## config.mk

```make
export PLATFORM = sky130hd
export DESIGN_NAME = its_div
export DESIGN_NICKNAME = d
export VERILOG_FILES = /design/src/rtl/isoline_triangle_segments_core_assert.svh /design/src/rtl/its_div.sv
export SDC_FILE = /design/constraint.sdc
export NUM_CORES = 1
export LEC_CHECK = 0
export BUFFER_PORTS_ARGS = -buffer_cell sky130_fd_sc_hd__clkbuf_2
export CAP_MARGIN = 10
export CELL_PAD_IN_SITES_DETAIL_PLACEMENT = 1
export CELL_PAD_IN_SITES_GLOBAL_PLACEMENT = 2
export CORE_ASPECT_RATIO = 1.25
export CORE_MARGIN = 2
export CORE_UTILIZATION = 37
export DETAILED_ROUTE_END_ITERATION = 16
export HOLD_SLACK_MARGIN = 0.08
export PLACE_DENSITY = 0.81
export REMOVE_ABC_BUFFERS = 1
export SETUP_SLACK_MARGIN = 0.2
export SYNTH_ARGS = -nofsm -noshare
export SYNTH_HDL_FRONTEND = slang
export SYNTH_SLANG_ARGS = --single-unit
```

## constraint.sdc

```tcl
create_clock -name clk -period 3.1 [get_ports clk]
set_input_delay 0.62 -clock clk [delete_from_list [all_inputs] [get_ports clk]]
set_output_delay 0.62 -clock clk [all_outputs]
set_load 0.05 [all_outputs]
```

## src/rtl/isoline_triangle_segments_core_assert.svh

```systemverilog
// assertion macros for the isoline segment core
`ifndef ISOLINE_TRIANGLE_SEGMENTS_CORE_ASSERT_SVH
`define ISOLINE_TRIANGLE_SEGMENTS_CORE_ASSERT_SVH

// same-cycle implication, checked outside reset
`define ITS_ASSERT_NOW(name, pre, post, msg) \
    name: assert property (@(posedge clk) disable iff (!rst_n) (pre) |-> (post)) \
        else $error(msg);

// next-cycle implication, checked outside reset
`define ITS_ASSERT_NEXT(name, pre, post, msg) \
    name: assert property (@(posedge clk) disable iff (!rst_n) (pre) |=> (post)) \
        else $error(msg);

`endif

```

## src/rtl/its_div.sv

```systemverilog
// bit-serial restoring divider, one quotient bit per cycle
module its_div #(
    parameter int NW = 17,
    parameter int DW = 18,
    parameter int QW = 16
) (
    input  logic          clk,
    input  logic          rst_n,
    input  logic          start,
    input  logic [NW-1:0] num,
    input  logic [DW-1:0] den,
    output logic          done,
    output logic [QW-1:0] quo
);

    localparam int CNTW = $clog2(QW + 1);

    logic [DW-1:0]   rem_reg, rem_next;
    logic [DW-1:0]   den_reg, den_next;
    logic [QW-1:0]   quo_reg, quo_next;
    logic [CNTW-1:0] cnt_reg, cnt_next;
    logic            busy_reg, busy_next;
    logic            done_reg, done_next;
    logic [DW:0]     shifted;
    logic            fits;

    assign shifted = {rem_reg, 1'b0};
    assign fits    = shifted >= {1'b0, den_reg};

    // one shift-and-subtract step per cycle
    always_comb
    begin
        rem_next  = rem_reg;
        den_next  = den_reg;
        quo_next  = quo_reg;
        cnt_next  = cnt_reg;
        busy_next = busy_reg;
        done_next = 1'b0;
        if (start)
        begin
            rem_next  = DW'(num);
            den_next  = den;
            quo_next  = '0;
            cnt_next  = CNTW'(QW);
            busy_next = 1'b1;
        end
        else if (busy_reg)
        begin
            rem_next = fits ? DW'(shifted - {1'b0, den_reg}) : DW'(shifted);
            quo_next = {quo_reg[QW-2:0], fits};
            cnt_next = cnt_reg - 1'b1;
            if (cnt_reg == CNTW'(1))
            begin
                busy_next = 1'b0;
                done_next = 1'b1;
            end
        end
    end

    always_ff @(posedge clk or negedge rst_n)
    begin
        if (!rst_n)
        begin
            cnt_reg  <= '0;
            busy_reg <= 1'b0;
            done_reg <= 1'b0;
        end
        else
        begin
            cnt_reg  <= cnt_next;
            busy_reg <= busy_next;
            done_reg <= done_next;
        end
    end

    always_ff @(posedge clk)
    begin
        rem_reg <= rem_next;
        den_reg <= den_next;
        quo_reg <= quo_next;
    end

    assign done = done_reg;
    assign quo  = quo_reg;

endmodule

```

## After elaboration in Yosys (flattened, before gate mapping)

Cells that the tools add are included.

| cells by class | value |
|---|---|
| $add $sub $neg | 2 |
| magnitude comparators | 1 |
| equal/unequal tests | 1 |
| multiplexer cells | 11 |
| reductions and logical operators | 1 |

Operator list:

| kind | count |
|---|---|
| two-way mux 17 bit | 2 |
| >= comparator 19 x 18 -> 1 bit | 1 |
| two-way mux 18 bit | 1 |
| subtractor 18 bit | 1 |
| two-way mux 5 bit | 2 |
| two-way mux 1 bit | 6 |
| == test 5 x 1 -> 1 bit (second input constant) | 1 |
| subtractor 5 x 1 -> 5 bit (second input constant) | 1 |
| nonzero test 2 bit | 1 |

| word-level totals | value |
|---|---|
| register bits after elaboration | 59 |
| bits of input ports | 38 |
| output and inout port bits | 17 |

## Longest topological paths before layout

Gate-level depths: netlist of the first run.

| logic depth | value |
|---|---|
| depth in word-level cells | 4 |
| mapped depth | 11 |

## Worst setup path after synthesis of the first run

Ideal clock, no wire load.

| timing | value |
|---|---|
| path type | register -> register |
| from | register rem_reg[13] |
| to | register rem_reg[4], data pin |
| arrival | 2.145 ns |
| required time | 2.838 ns |
| path slack | 0.693 ns |
| stages on the path, launching flop included | 9 |
| buffers on the path | 1 |
| path through | edfxtp_1 ha_1 buf_2 nand2_2 or4_4 nor3_4 a21o_4 nor2_4 a221o_2 |

| between the ends | value |
|---|---|
| cells in the longest elaborated chain, start to end | 4 |

Ends and longest elaborated chain:

| element | line | source |
|---|---|---|
| start, declared | its_div.sv:18 | `logic [DW-1:0] rem_reg, rem_next;` |
| start signal, assigned | its_div.sv:78 | `rem_reg <= rem_next;` |
| >= comparator 19 x 18 -> 1 bit | its_div.sv:28 | `assign fits = shifted >= {1'b0, den_reg};` |
| two-way mux 18 bit | its_div.sv:49 | `rem_next = fits ? DW'(shifted - {1'b0, den_reg}) : DW'(shifted);` |
| two-way mux 17 bit | its_div.sv:47 | `else if (busy_reg)` |
| two-way mux 17 bit | its_div.sv:39 | `if (start)` |
| named net rem_next[4] | its_div.sv:18 |  |

The timed path passes the listed nets, and every way through them passes these cells. The select of a mux whose other input is x is not followed.
A chain may end at the register's enable or synchronous reset.

## Final worst setup path of the first run

| timing | value |
|---|---|
| from | register rem_reg[13] |
| to | register rem_reg[12], data pin |

The elaborated chain is that of the path after synthesis.

==> out/qor.txt, run 1 <==
Port Buffer Count: 54
initial antenna violation count: 0
Worst Hold Class: primary input to async pin
Async S/R FF share, synth: 11.9%
worst reg2reg setup slack: 0.37 ns
post-route antenna net violation count: 0
maxcap violations: 0
number of global-route vias before repair: 3016
Max-slew headroom: 42.9%
Post-route DRC: 0
Crit Path Category: register to register
wire per inst: 16.7 µm
register area share after synthesis: 43.4%
drt first pass iters: 4
post-DP HPWL: 6390 µm
final worst path period share: 87.9%
min cycle time layout: 2.73 ns
commonest cells after routing, fill and taps aside: clkbuf_2 (53), edfxtp_1 (35), nor2_1 (28)
CORE AREA: 0.00956 mm²
Rows: 40
Boundary Pins: 55
TritonCTS clock tree: yes
status: completed
fin cells: 526
crit end category: register
GPL Wtd Cong: 0.797
Mapped Cells: 343
total CTS buffers: 9
worst skew pair latency: 0.33 ns
skew final: 0.00915 ns
DR top layer: met4
layout cells sized above 1: 24.5%
Area Overhead vs Synth: 17.3%
clock root cell: clkbuf_16
Post-CTS Resized: 0
PwrDens: 933 mW/mm²
# diodes: 0
Worst-path clk slew: 0.05 ns
setup bufs post-CTS: 0
die area: 0.0106 mm²
arrival time worst endpoint: 2.77 ns
Post-synth EDFFs: 35
Synthesis Warnings: 0
final hold viol count: 0
worst endpoint required time: 3.15 ns
htree depth: 3
WL met2: 4380 µm
Initial DRC Count: 93
# setup viols final: 0
fin. max-slew vios: 0
Die Y: 114 µm
Total GRT Usage: 17.9%
Overflow after GRT: 0
Inst Count DP: 510
Max Clock Freq: 367 MHz
Cell Area, Synth: 0.00361 mm²
Avg Synthesized Cell Area: 10.5 µm²
leading cell type in the layout, fill and taps excluded: clkbuf_2
CTS Buffer Depth: 2
# nets final: 454
RSZ-0062 raised after global routing: false
Starting Density: 37.7%
static leakage: 1.93 nW
startpoint class of the critical path: register
dominant synthesized flop cell: edfxtp_1
worst-margin pin slew: 0.856 ns
met3 WL: 376 µm
Post-Route M1 WL: 3850 µm
worst-path maximum fanout: 11
register bit total from synthesis: 59
hold bufs inserted after CTS: 0
Die Wd: 92.3 µm
Post-Route Setup TNS: 0 ns
final wirelength: 8810 µm
global-route wire length before repair: 14700 µm
Via density: 5.28
Max IR drop VDD: 0.392 mV
via count: 2779
Yosys cell types: 74
clk sinks: 59
largest net degree at the start of global routing: 48
-- path summary, 6_finish.rpt --
kind,start,end,cells after the start
hold / removal,rst_n,cnt_reg[3]$_DFFE_PN0P_,1
setup reg to reg,rem_reg[13]$_DFFE_PP_,rem_reg[12]$_DFFE_PP_,8
max in group asynchronous,rst_n,busy_reg$_DFF_PN0_,1
min in group clk,den[5],den_reg[5]$_DFFE_PP_,1
setup / recovery,rem_reg[13]$_DFFE_PP_,rem_reg[12]$_DFFE_PP_,8
hold reg to reg,quo[15]$_SDFFE_PP0P_,quo[15]$_SDFFE_PP0P_,2
-- cell type report --
cell class,instances,area [µm²]
Tap cell,126,158
Clock buffer,12,246
Multi-Input combinational cell,238,1810
Inverter,27,101
Sequential cell,59,1570
Clock inverter,4,25.0
Fill cell,1081,5330
Timing Repair Buffer,60,328
-- synthesized netlist by cell type, types with 3 or more instances --
master	count	area [µm²]
a211oi_1	4	30.0
a21o_1	7	52.6
a21oi_1	12	60.1
a32oi_1	9	78.8
and2_1	3	18.8
and2b_2	5	43.8
buf_2	3	15.0
clkbuf_1	6	22.5
dfrtp_1	7	175
dfxtp_1	17	340
edfxtp_1	35	1050
ha_1	20	250
inv_1	27	101
mux2i_1	16	160
nand2_1	15	56.3
nand2b_1	4	25.0
nand3_1	6	30.0
nand4b_1	4	35.0
nor2_1	28	105
nor2b_1	4	25.0
nor3_1	6	30.0
o211ai_1	4	30.0
o21a_1	4	30.0
o21ai_0	6	30.0
o311ai_1	3	26.3
o31a_1	3	26.3
o31ai_1	11	82.6
or2_2	3	18.8
xnor2_1	8	70.1
xor2_1	8	70.1
-- per-stage QoR --
stage	setup slack (ns)	area, µm²	hold WS, ns	total power (W)	util, %
detailed placement	0.380	3960	0.464	0.00304	41.4
floorplan	0.679	3470	0.324	0.00254	-
global placement	0.474	3960	0.466	0.00299	41.4
finish	0.375	4230	0.114	0.00395	44.3
global route	0.215	4230	0.121	0.00422	44.3
CTS	0.380	4230	0.106	0.00398	44.3
-- critical path, cell delays in order (launching register included) --
cell and delay (ns):
edfxtp_1 0.39, ha_1 0.44, nand2_2 0.11, or4_4 0.54, nor3_4 0.22, a21oi_2 0.21, buf_4 0.23, a32oi_1 0.18
o31ai_1 0.11
-- layer usage --
layer / track usage, % / vias up
met5: 0 / -
met4: 8.66 / 0
met3: 3.42 / 15
met2: 30.6 / 59
met1: 21.5 / 1321
li1: - / 1384
-- logic make-up (layout without fill, tap and decap cells) --
family          Yosys count  in the layout  share of synthesized area [%]
xor+xnor                 16             16                           3.88
simple gates             98             98                           15.4
mux                      16             16                           4.44
flops                    59             59                           43.4
compound gates           87             87                           18.8
fa+ha+maj                21             21                           7.49
buf+inv                  46            103                           6.52
-- power by group --
group          internal [W]  leakage, nW  total, W  switching (W)
combinational      0.000768         1.21   0.00187        0.00110
clock              0.000561        0.137  0.000915       0.000354
sequential          0.00105        0.583   0.00116       0.000111
total               0.00238         1.93   0.00395        0.00157
Note: power is estimated with default switching activity, not from simulation.
==> run 2: changes to the inputs <==
--- a/config.mk
+++ b/config.mk
@@ -16,7 +16,7 @@
 export HOLD_SLACK_MARGIN = 0.08
 export PLACE_DENSITY = 0.81
 export REMOVE_ABC_BUFFERS = 1
-export SETUP_SLACK_MARGIN = 0.2
+export SETUP_SLACK_MARGIN = 0.4
 export SYNTH_ARGS = -nofsm -noshare
 export SYNTH_HDL_FRONTEND = slang
 export SYNTH_SLANG_ARGS = --single-unit
==> run 2 against run 1 <==
Effect of this change:
- critical path depth is 1 lower
- non-clock buffer count is 3 higher
- via count rose by 1.1%
- utilization rose by 1.0 points
- die area did not move
- total power is 3.1% higher
- sequential power hardly changed
- cell area is 2.4% higher
- flip-flop and latch count unchanged
- hold slack improved by 0.0010 ns
- final cell count is 0.76% higher
- global-route usage barely moved
==> out/qor.txt, run 2 (synthesis gave the netlist of run 1 again) <==
Largest stage delay, worst path: 0.39 ns
CTS Buffer Depth: 2
final worst path period share: 84.3%
Port Buffer Count: 54
Min Hold Slack: 0.115 ns
min cycle time layout: 2.61 ns
clock root cell: clkbuf_16
CP max stage cell: ha_1
worst r2r path cells: 7
post-route antenna net violation count: 0
wire per inst: 17.0 µm
fin. max-slew vios: 0
RSZ-0062 raised after global routing: false
Crit path top cell by count: a21o_1
Worst Hold Class: primary input to async pin
reg2reg start: rem_reg[8]$_DFFE_PP_
hold bufs inserted after CTS: 0
CP startpoint: rem_reg[8]$_DFFE_PP_
worst endpoint required time: 3.18 ns
worst skew pair latency: 0.33 ns
die area: 0.0106 mm²
layout cells sized above 1: 26.7%
initial antenna violation count: 0
total CTS buffers: 9
# nets final: 458
Boundary Pins: 55
Starting Density: 37.7%
Post-route DRC: 0
GPL Wtd Cong: 0.797
Total GRT Usage: 17.9%
Rows: 40
Post-Route Setup TNS: 0 ns
Tot Pwr: 0.00407 W
via count: 2810
Crit Path Category: register to register
static leakage: 1.95 nW
arrival time worst endpoint: 2.70 ns
worst reg2reg setup slack: 0.49 ns
final hold viol count: 0
global-route wire length before repair: 14700 µm
Initial DRC Count: 89
CP cell instances: ha_1, a21o_1, a21o_1, o21ai_1, a31o_4, a2111oi_2, a221o_2
reg2reg end: rem_reg[4]$_DFFE_PP_
worst-margin pin slew: 0.856 ns
Worst-path clk slew: 0.05 ns
number of global-route vias before repair: 3018
Area Overhead vs Synth: 20.0%
worst-path maximum fanout: 17
# diodes: 0
startpoint class of the critical path: register
# setup viols final: 0
commonest cells after routing, fill and taps aside: clkbuf_2 (53), edfxtp_1 (35), nor2_1 (28)
Die Y: 114 µm
CORE AREA: 0.00956 mm²
Max-slew headroom: 42.9%
clk sinks: 59
Overflow after GRT: 0
PwrDens: 940 mW/mm²
maxcap violations: 0
Inst Count DP: 510
final wirelength: 9000 µm
Max IR drop VDD: 0.385 mV
fin cells: 530
status: completed
TritonCTS clock tree: yes
Max Clock Freq: 383 MHz
leading cell type in the layout, fill and taps excluded: clkbuf_2
post-DP HPWL: 6390 µm
Die Wd: 92.3 µm
crit end category: register
drt first pass iters: 5
htree depth: 3
skew final: 0.00950 ns
largest net degree at the start of global routing: 48
Via density: 5.30
-- run 2: worst max path at each step --
stage / end / slack [ns] / depth (start not counted)
global route: rem_reg[14]$_DFFE_PP_ / 0.38 / 10
finish: rem_reg[4]$_DFFE_PP_ / 0.49 / 7
CTS: rem_reg[4]$_DFFE_PP_ / 0.42 / 7
floorplan: rem_reg[4]$_DFFE_PP_ / 0.68 / 7
global placement: rem_reg[4]$_DFFE_PP_ / 0.47 / 7
detailed placement: rem_reg[12]$_DFFE_PP_ / 0.38 / 8
-- run 2: worst max-delay path: cells and delay by family, from the launching register on --
kind	cells	cell delay, ns
compound gates	6	1.61
flops	1	0.38
fa+ha+maj	1	0.39
-- run 2: stage by stage --
stage,setup WS (ns),utilization [%],area [µm²]
finish,0.486,45.3,4330
global route,0.376,45.3,4330
CTS,0.415,44.4,4250
detailed placement,0.380,41.4,3960
global placement,0.474,41.4,3960
floorplan,0.679,-,3470
-- run 2: layer usage --
layer	global-route usage, %	wire, µm
met3	3.42	382
met2	30.7	4490
met1	21.5	3910
met4	8.66	207
met5	0	0
-- run 2: area by class of cell --
cell class | instances | area (µm²)
Clock buffer | 12 | 246
Sequential cell | 59 | 1570
Multi-Input combinational cell | 239 | 1880
Clock inverter | 4 | 25.0
Tap cell | 126 | 158
Timing Repair Buffer | 63 | 350
Fill cell | 1075 | 5230
Inverter | 27 | 101
-- run 2: report_power, final --
group	leakage (nW)	total [W]	switching, W	internal [W]
clock	0.137	0.000912	0.000352	0.000561
combinational	1.23	0.00199	0.00116	0.000832
sequential	0.583	0.00117	0.000118	0.00105
-- run 2: repair_timing --
item,CTS,global route
cloned,0,1
setup buffers,0,3
setup endpoints to repair,3,17
gates resized for setup,3,9
pin swaps,0,4
